[config.mk]
export PLATFORM = sky130hd
export DESIGN_NAME = rgb565_rainbow_cycler
export DESIGN_NICKNAME = d
export VERILOG_FILES = /design/src/rtl/core/rrc_pkg.sv /design/src/rtl/core/rrc_wheel_step.sv /design/src/rtl/core/rgb565_rainbow_cycler.sv
export VERILOG_INCLUDE_DIRS = /design/src /design/src/rtl/core
export SDC_FILE = /design/constraint.sdc
export NUM_CORES = 1
export LEC_CHECK = 0
export CORE_UTILIZATION = 56
export DETAILED_ROUTE_END_ITERATION = 12
export DONT_BUFFER_PORTS = 1
export GPL_ROUTABILITY_DRIVEN = 0
export HOLD_SLACK_MARGIN = 0.12
export PLACE_DENSITY = 0.83
export SLEW_MARGIN = 5
export SYNTH_ARGS = -nofsm -noshare
export SYNTH_HDL_FRONTEND = slang
export SYNTH_SLANG_ARGS = --single-unit
[constraint.sdc]
create_clock -name clock -period 7.7 [get_ports clock]
set_clock_uncertainty 0.05 [all_clocks]
set_input_delay 1.54 -clock clock [delete_from_list [all_inputs] [get_ports clock]]
set_output_delay 1.54 -clock clock [all_outputs]
set_load 0.02 [all_outputs]
[src/rtl/core/rgb565_rainbow_cycler_assert.svh]
// Assertion macros used by the rainbow cycler RTL.
// Depends on nothing; the bodies are empty when SYNTH is defined.
`ifndef RGB565_RAINBOW_CYCLER_ASSERT_SVH
`define RGB565_RAINBOW_CYCLER_ASSERT_SVH

`ifndef SYNTH

// Same-cycle implication, disabled while reset is high.
`define RRC_ASSERT_IMPL(label, clk, rst, ante, cons, msg) \
   label: assert property (@(posedge clk) disable iff (rst) (ante) |-> (cons)) \
      else $error(msg);

// Next-cycle implication, disabled while reset is high.
`define RRC_ASSERT_NEXT(label, clk, rst, ante, cons, msg) \
   label: assert property (@(posedge clk) disable iff (rst) (ante) |=> (cons)) \
      else $error(msg);

`else

`define RRC_ASSERT_IMPL(label, clk, rst, ante, cons, msg)
`define RRC_ASSERT_NEXT(label, clk, rst, ante, cons, msg)

`endif

`endif

[src/rtl/core/rrc_pkg.sv]
// Types and constants for the RGB565 rainbow cycler.
// Used by rrc_wheel_step, rgb565_rainbow_cycler and the testbench; depends on nothing.
package rrc_pkg;

   // Channel limits and reset levels.
   localparam logic [5:0] GREEN_MAX = 6'd63;
   localparam logic [4:0] RB_MAX    = 5'd31;
   localparam logic [4:0] STEP_RESET = 5'd1;

   // Operation codes of an input item.
   localparam logic OP_ADVANCE = 1'b0;
   localparam logic OP_LOAD    = 1'b1;

   // Position on the color wheel.
   typedef enum logic [2:0] {
      PHASE_GREEN_UP   = 3'd0,
      PHASE_RED_DOWN   = 3'd1,
      PHASE_BLUE_UP    = 3'd2,
      PHASE_GREEN_DOWN = 3'd3,
      PHASE_RED_UP     = 3'd4,
      PHASE_BLUE_DOWN  = 3'd5
   } phase_type;

   // Channel levels plus the current phase.
   typedef struct packed {
      logic [4:0] red;
      logic [5:0] green;
      logic [4:0] blue;
      phase_type  phase;
   } wheel_state_type;

   localparam wheel_state_type WHEEL_RESET = '{
      red:   RB_MAX,
      green: 6'd0,
      blue:  5'd0,
      phase: PHASE_GREEN_UP
   };

endpackage

[src/rtl/core/rrc_wheel_step.sv]
// Combinational advance of the color wheel by one step.
// Depends on rrc_pkg for the state struct, phase codes and limits.
module rrc_wheel_step
   import rrc_pkg::*;
(
   input  wheel_state_type cur_state,
   input  logic [4:0]      amount,
   output wheel_state_type nxt_state,
   output logic [15:0]     nxt_word
);

   // Candidate levels for every channel, rising and falling.
   logic [6:0] green_sum;
   logic [5:0] red_sum;
   logic [5:0] blue_sum;
   logic [5:0] twice_amount;
   logic       green_low;
   logic       red_low;
   logic       blue_low;

   always_comb begin
      green_sum    = {1'b0, cur_state.green} + {2'b00, amount};
      red_sum      = {1'b0, cur_state.red} + {1'b0, amount};
      blue_sum     = {1'b0, cur_state.blue} + {1'b0, amount};
      twice_amount = {amount, 1'b0};
      // A falling channel that cannot lose two steps ends at zero.
      green_low    = cur_state.green < twice_amount;
      red_low      = {1'b0, cur_state.red} < twice_amount;
      blue_low     = {1'b0, cur_state.blue} < twice_amount;
   end

   // Move the active channel and step the phase when it reaches its end.
   always_comb begin
      nxt_state = cur_state;
      case (cur_state.phase)
         PHASE_GREEN_UP: begin
            if (green_sum >= {1'b0, GREEN_MAX}) begin
               nxt_state.green = GREEN_MAX;
               nxt_state.phase = PHASE_RED_DOWN;
            end else begin
               nxt_state.green = green_sum[5:0];
            end
         end
         PHASE_RED_DOWN: begin
            if (red_low) begin
               nxt_state.red   = 5'd0;
               nxt_state.phase = PHASE_BLUE_UP;
            end else begin
               nxt_state.red = cur_state.red - amount;
            end
         end
         PHASE_BLUE_UP: begin
            if (blue_sum >= {1'b0, RB_MAX}) begin
               nxt_state.blue  = RB_MAX;
               nxt_state.phase = PHASE_GREEN_DOWN;
            end else begin
               nxt_state.blue = blue_sum[4:0];
            end
         end
         PHASE_GREEN_DOWN: begin
            if (green_low) begin
               nxt_state.green = 6'd0;
               nxt_state.phase = PHASE_RED_UP;
            end else begin
               nxt_state.green = cur_state.green - {1'b0, amount};
            end
         end
         PHASE_RED_UP: begin
            if (red_sum >= {1'b0, RB_MAX}) begin
               nxt_state.red   = RB_MAX;
               nxt_state.phase = PHASE_BLUE_DOWN;
            end else begin
               nxt_state.red = red_sum[4:0];
            end
         end
         PHASE_BLUE_DOWN: begin
            if (blue_low) begin
               nxt_state.blue  = 5'd0;
               nxt_state.phase = PHASE_GREEN_UP;
            end else begin
               nxt_state.blue = cur_state.blue - amount;
            end
         end
         default: begin
            // Unused phase codes leave the wheel where it is.
            nxt_state = cur_state;
         end
      endcase
   end

   // Rebuild the packed word from the new levels.
   assign nxt_word = {nxt_state.red, nxt_state.green, nxt_state.blue};

endmodule

[src/rtl/core/rgb565_rainbow_cycler.sv]
// RGB565 rainbow cycler: input register, one-step wheel logic, result register.
// An accepted item passes through the input register and then the result register.
// Throughput is one item per cycle while the receiver does not stall; the result register is the only stall point.
// Synchronous active-high reset empties both stages and restores the step and levels.
// Depends on rrc_pkg, rrc_wheel_step and rgb565_rainbow_cycler_assert.svh.
`include "rgb565_rainbow_cycler_assert.svh"

module rgb565_rainbow_cycler
   import rrc_pkg::*;
(
   input  logic        clock,
   input  logic        reset,
   // Configuration write
   input  logic        csr_write_enable,
   input  logic [4:0]  csr_write_data,
   // Input channel
   input  logic        req_valid,
   output logic        req_stall,
   input  logic        req_operation,
   input  logic [15:0] req_color,
   // Result channel
   output logic        rsp_valid,
   input  logic        rsp_stall,
   output logic [15:0] rsp_rgb565
);

   logic [4:0]      step_ff;
   logic [4:0]      amount;
   logic            in_valid_ff;
   logic            in_operation_ff;
   logic [15:0]     in_color_ff;
   logic            out_valid_ff;
   logic            out_valid_in;
   logic [15:0]     color_word_ff;
   logic [15:0]     color_word_in;
   wheel_state_type state_ff;
   wheel_state_type state_in;
   wheel_state_type step_state;
   logic [15:0]     step_word;
   logic            advance;

   // Step register; a zero step behaves as a step of one.
   always_ff @(posedge clock) begin
      if (reset) begin
         step_ff <= STEP_RESET;
      end else if (csr_write_enable) begin
         step_ff <= csr_write_data;
      end
   end

   assign amount = (step_ff == 5'd0) ? 5'd1 : step_ff;

   // The held item moves on when the result register is free or being emptied.
   assign advance   = in_valid_ff && (!out_valid_ff || !rsp_stall);
   assign req_stall = in_valid_ff && !advance;

   // Input register.
   always_ff @(posedge clock) begin
      if (reset) begin
         in_valid_ff <= 1'b0;
      end else if (!req_stall) begin
         in_valid_ff <= req_valid;
      end
   end

   always_ff @(posedge clock) begin
      if (req_valid && !req_stall) begin
         in_operation_ff <= req_operation;
         in_color_ff     <= req_color;
      end
   end

   rrc_wheel_step u_wheel_step (
      .cur_state (state_ff),
      .amount    (amount),
      .nxt_state (step_state),
      .nxt_word  (step_word)
   );

   // Next wheel state, packed word and result valid.
   always_comb begin
      state_in      = state_ff;
      color_word_in = color_word_ff;
      out_valid_in  = out_valid_ff && rsp_stall;
      if (advance) begin
         out_valid_in = 1'b1;
         if (in_operation_ff == OP_LOAD) begin
            color_word_in = in_color_ff;
         end else begin
            state_in      = step_state;
            color_word_in = step_word;
         end
      end
   end

   // Wheel state and the packed word, which is also the result register.
   always_ff @(posedge clock) begin
      if (reset) begin
         state_ff      <= WHEEL_RESET;
         color_word_ff <= 16'd0;
         out_valid_ff  <= 1'b0;
      end else begin
         state_ff      <= state_in;
         color_word_ff <= color_word_in;
         out_valid_ff  <= out_valid_in;
      end
   end

   assign rsp_valid  = out_valid_ff;
   assign rsp_rgb565 = color_word_ff;

   // An advance shows the packed levels in the result.
   `RRC_ASSERT_NEXT(a_advance_packs_levels, clock, reset,
      advance && (in_operation_ff == OP_ADVANCE),
      rsp_rgb565 == {state_ff.red, state_ff.green, state_ff.blue},
      "advance result does not match channel levels")

   // A load shows the loaded word and leaves the levels alone.
   `RRC_ASSERT_NEXT(a_load_word, clock, reset,
      advance && (in_operation_ff == OP_LOAD),
      (rsp_rgb565 == $past(in_color_ff)) && (state_ff == $past(state_ff)),
      "load result wrong or levels disturbed")

   // Green sits at its maximum while red falls and blue rises.
   `RRC_ASSERT_IMPL(a_green_full, clock, reset,
      (state_ff.phase == PHASE_RED_DOWN) || (state_ff.phase == PHASE_BLUE_UP),
      state_ff.green == GREEN_MAX,
      "green not at maximum in red-down or blue-up phase")

   // Red is empty while blue rises and green falls.
   `RRC_ASSERT_IMPL(a_red_empty, clock, reset,
      (state_ff.phase == PHASE_BLUE_UP) || (state_ff.phase == PHASE_GREEN_DOWN),
      state_ff.red == 5'd0,
      "red not empty in blue-up or green-down phase")

endmodule

# [Yosys cells after proc, flatten, opt, wreduce, memory -nomap -nowiden]
# Cells that the tools add are included.
[op_classes] add_sub_neg=6 order_cmp=6 eq_ne=11 n_mux=19 bitwise=1 n_reduce_logical=14
[op_table] op="2-to-1 mux 5 bit" count=5
[op_table] op="case mux 5 bit (2 select lines)" count=2
[op_table] op="2-to-1 mux 3 bit" count=6
[op_table] op="case mux 3 bit (6 select lines)" count=1
[op_table] op="2-to-1 mux 16 bit" count=1
[op_table] op="adder 5 x 5 -> 6 bit" count=2
[op_table] op=">= comparator 6 x 5 -> 1 bit, second input constant" count=2
[op_table] op="less-than comparator 5 x 6 -> 1 bit" count=2
[op_table] op="2-to-1 mux 6 bit" count=2
[op_table] op="!= test 2 x 1 -> 1 bit, second input constant" count=6
[op_table] op="case mux 6 bit (2 select lines)" count=1
[op_table] op="subtractor 5 bit" count=2
[op_table] op="AND reduction 9 bit" count=1
[op_table] op="adder 6 x 5 -> 7 bit" count=1
[op_table] op=">= comparator 7 x 6 -> 1 bit, second input constant" count=1
[op_table] op="== test 3 x 2 -> 1 bit, second input constant" count=2
[op_table] op="== test 3 bit, second input constant" count=2
[op_table] op="less-than comparator 6 bit" count=1
[op_table] op="nonzero test 6 bit" count=1
[op_table] op="subtractor 6 x 5 -> 6 bit" count=1
[op_table] op="zero test 5 bit" count=1
[op_table] op="logical AND 1 bit" count=4
[op_table] op="zero test 1 bit" count=4
[op_table] op="== test 3 x 1 -> 1 bit, second input constant" count=1
[op_table] op="5 further kinds" count=5
[word_totals] reg_bits=59 inputBits=27

# [Longest topological paths before layout]
[depth] ltp_word=7 ltp_mapped=12

# [Modules after synthesis]
# A second synthesis with hierarchy kept.
[unflattened] cells_unflattened=458 area_unflattened_um2=4295.4
[modules_own_cells] mod="rgb565_rainbow_cycler" instances=1 cells_per_inst=202 area_per_inst_um2=2254.7 seq_area_each_um2=1351.3
[modules_own_cells] mod="rrc_wheel_step" instances=1 cells_per_inst=256 area_per_inst_um2=2040.7 seq_area_each_um2=0.0

# [Worst setup path after synthesis]
# OpenSTA, ideal clock, no wires.
[synth_timing] path_kind="input to output" from="input port rsp_stall" to="output port req_stall" arrival_time_ps=1820 required_time_ps=6110 setup_slack_ps=4290 cell_stages=1 path_buffers=0 cell_sequence="and3_1"
[synth_via] elab_chain_cells=5
[synth_rtl] element="from (decl)" line_no="rgb565_rainbow_cycler.sv:23" source="input logic rsp_stall,"
[synth_rtl] element="zero test 1 bit" line_no="rgb565_rainbow_cycler.sv:54" source="assign advance = in_valid_ff && (!out_valid_ff || !rsp_stall);"
[synth_rtl] element="logical OR 1 bit" line_no="rgb565_rainbow_cycler.sv:54"
[synth_rtl] element="logical AND 1 bit" line_no="rgb565_rainbow_cycler.sv:54"
[synth_rtl] element="zero test 1 bit" line_no="rgb565_rainbow_cycler.sv:55" source="assign req_stall = in_valid_ff && !advance;"
[synth_rtl] element="logical AND 1 bit" line_no="rgb565_rainbow_cycler.sv:55"
[synth_rtl] element="to (decl)" line_no="rgb565_rainbow_cycler.sv:18" source="output logic req_stall,"
# No other way between the ends.

# [Final worst setup path]
[layout_timing] from="input port rsp_stall" to="register state_ff[2] (netlist bit)"
[layout_via] elab_chain_cells=4
[layout_rtl] element="zero test 1 bit" line_no="rgb565_rainbow_cycler.sv:54"
[layout_rtl] element="logical OR 1 bit" line_no="rgb565_rainbow_cycler.sv:54"
[layout_rtl] element="logical AND 1 bit" line_no="rgb565_rainbow_cycler.sv:54"
[layout_rtl] element="AND reduction 9 bit (no line)"
[layout_rtl] element="to (signal assigned)" line_no="rgb565_rainbow_cycler.sv:103" source="state_ff <= state_in;"
[layout_rtl] element="to (decl)" line_no="rgb565_rainbow_cycler.sv:36" source="wheel_state_type state_ff;"
# No other way between the ends.
# A chain may end at the register's enable or synchronous reset.

==> impl_metrics.csv <==
group,metric,value,unit
status,status,"completed",
die,io_pins,45,
detailed_routing,first_pass_iters,5,
global_route,antenna_found_initial,0,
cells_and_area,num_antenna_cells,0,
worst_setup_path,reg2regPathDepth,12,
global_route,grt_pass1_vias,3529,
power,peakVddDrop,0.193,mV
clock_tree,ctsHoldBuffers,0,
clock_tree,clkTransAtPathRegs,0.07,ns
synthesis,dominantRegCellSynth,"dfxtp_1",
global_route,grt.overflow.total,0,
die,die_h,88.1,microns
worst_setup_path,required,7.87,ns
place,portBuffers,0,
synthesis,syn_area,4150,sq um
power,leakage,1.79,nW
synthesis,synth-edff-count,17,
global_route,grt_util_all_layers,28.5,%
power,power.total,0.865,mW
worst_hold_path,holdPathStages,2,
worst_setup_path,cp-start-kind,"input pin",
sta,rsz0062_at_grt,"false",
detailed_routing,drt-initial-drc-count,255,
sta,max_freq,266,MHz
worst_hold_path,hp-class,"register to register",
global_route,grt_pass1_wl,16800,microns
synthesis,synth-seq-area-share,32.5,%
cells_and_area,nets,537,
sta,setup_viol_count_final,0,
synthesis,synth_top_cell_by_area,"dfxtp_1",
die,die_w,88.1,microns
place,dp_hpwl,7530,microns
synthesis,synthesis.instances,476,
detailed_routing,drc_errors,0,
die,die_area,7760,sq um
clock_tree,cts_resized,0,
power,powerDensity,194,nW/um^2
clock_tree,root_buffer,"clkbuf_8",
clock_tree,postCtsSetupRepairBufs,0,
cells_and_area,synthToLayoutAreaGrowth,7.23,%
worst_setup_path,end_kind,"register",
detailed_routing,antenna_left,0,
worst_setup_path,critPathArrivalTime,3.93,ns
sta,slew_viol_final,0,
detailed_routing,via_per_inst,6.31,
sta,maxSlewHeadroom,32.8,%
die,core_area,7210,sq um
cells_and_area,drive_gt1_share,6.81,%
clock_tree,cts.sinks,59,
clock_tree,clk_latency,0.33,ns
synthesis,avgSynthCellArea,8.72,sq um
clock_tree,clockBufferDepth,2,
clock_tree,h-tree-depth,3,
sta,tightest_slew,1.01,ns
detailed_routing,routed_wl,10100,microns
detailed_routing,wl_per_cell,17.8,microns
synthesis,synth_most_common_cell,"nor2_1",
synthesis,netlist.area_leader.share,20.2,%
worst_setup_path,crit_type,"input pin to register",
synthesis,synth.net_count,547,
detailed_routing,vias,3592,
die,row_count,31,
sta,min_period,3.76,ns
global_route,grt_max_degree,40,
worst_setup_path,worst-path-max-fanout,16,
synthesis,yosys_warnings,0,
clock_tree,cts_tree,"yes",
synthesis,synth.ff_latch_count,59,
synthesis,synth.distinct_cells,72,
synthesis,synthTopCellsByArea,"dfxtp_1, edfxtp_1, ha_1",
sta,setup_tns,0,ns
sta,finalCritPeriodShare,48.9,%
clock_tree,cts_buffers,9,
synthesis,synth_commonest_cells,"nor2_1, dfxtp_1, a21oi_1, ha_1, o21ai_0",
flow_run,cap_violations,0,
synthesis,async_flop_share,0,%
die,initial_core_util,57.6,%
sta,hold_violations,0,
-- layer usage --
| metal | wire length, microns | vias to the layer above | GRT usage (%) |
|---|---|---|---|
| met1 | 4460 | 1689 | 36.2 |
| met4 | 193 | 0 | 10.3 |
| met3 | 855 | 19 | 7.63 |
| met5 | 0 | - | 0 |
| li1 | - | 1719 | - |
| met2 | 4630 | 165 | 46.8 |
-- final timing paths --
| kind | start | to | slack, ns |
|---|---|---|---|
| max | rsp_stall | state_ff[2]$_SDFFE_PP0P_ | 3.94 |
| max reg2reg | step_ff[1]$_SDFFE_PP0P_ | state_ff[2]$_SDFFE_PP0P_ | 4.00 |
| min reg2reg | in_valid_ff$_SDFFE_PP0N_ | rsp_valid$_SDFF_PP0_ | 0.48 |
| min | in_valid_ff$_SDFFE_PP0N_ | rsp_valid$_SDFF_PP0_ | 0.48 |
-- state kept, by name, summed over array words and instances (netlist names) --
signal           cells
state_ff            19
in_valid_ff          1
in_operation_ff      1
in_color_ff         16
rsp_rgb565          16
step_ff              5
rsp_valid            1
-- logic make-up after synthesis --
family                   count (synthesis)  share of synthesized area, %
XOR/XNOR                                16                          3.37
adder cells (fa/ha/maj)                 44                          14.3
flip-flops                              59                          32.5
AO/OA/AOI/OAI                          155                          25.6
multiplexers                             7                          1.72
buffers and inverters                   48                          4.70
AND/OR/NAND/NOR                        147                          17.7
-- worst max-delay path, cell delays in order --
cell and delay (ns):
a21boi_1 0.73, nand2_1 0.58, a21oi_1 0.25, and4b_1 0.26, and4b_1 0.23, mux2_1 0.32
-- per-stage QoR --
step / cell area (sq um) / worst slack (ns) / util [%] / instances / hold slack, ns
2_1_floorplan: 4150 / 4.29 / - / 476 / 0.416
3_3_place_gp: 4190 / 3.78 / 58.1 / 554 / 0.433
3_5_place_dp: 4190 / 3.65 / 58.1 / 554 / 0.455
4_1_cts: 4450 / 4.02 / 61.7 / 569 / 0.473
5_1_grt: 4450 / 3.76 / 61.7 / 569 / 0.493
6_report: 4450 / 3.94 / 61.7 / 569 / 0.476
-- cell type report --
class,instances,area [sq um]
multi-input cells,369,2610
repair buffers,2,15.0
inverters,25,93.8
well taps,99,124
clock buffers,10,138
fillers,613,2760
clock inverters,5,125
flip-flops and latches,59,1350
-- placed cells by master (no fill, tap or decap), types with 3 or more instances in the layout --
cell,n
a211o_1,3
a211oi_1,8
a21o_1,14
a21oi_1,41
a22oi_1,5
a31o_2,4
a31oi_1,6
and3_1,5
bufinv_16,4
clkbuf_8,10
dfxtp_1,42
edfxtp_1,17
fa_1,6
ha_1,38
inv_1,25
mux2i_1,6
nand2_1,30
nand2b_1,9
nand3_1,9
nand3b_1,5
nor2_1,46
nor2b_1,11
nor3_1,14
nor3b_1,3
o211ai_1,5
o21a_1,5
o21ai_0,31
o22ai_1,3
xnor2_1,12
xor2_1,4
-- where the power goes --
| group | internal (mW) | switching (mW) |
|---|---|---|
| clock network | 0.254 | 0.122 |
| registers | 0.336 | 0.0233 |
| logic | 0.0544 | 0.0750 |
Power figures use the tool's default switching activity.
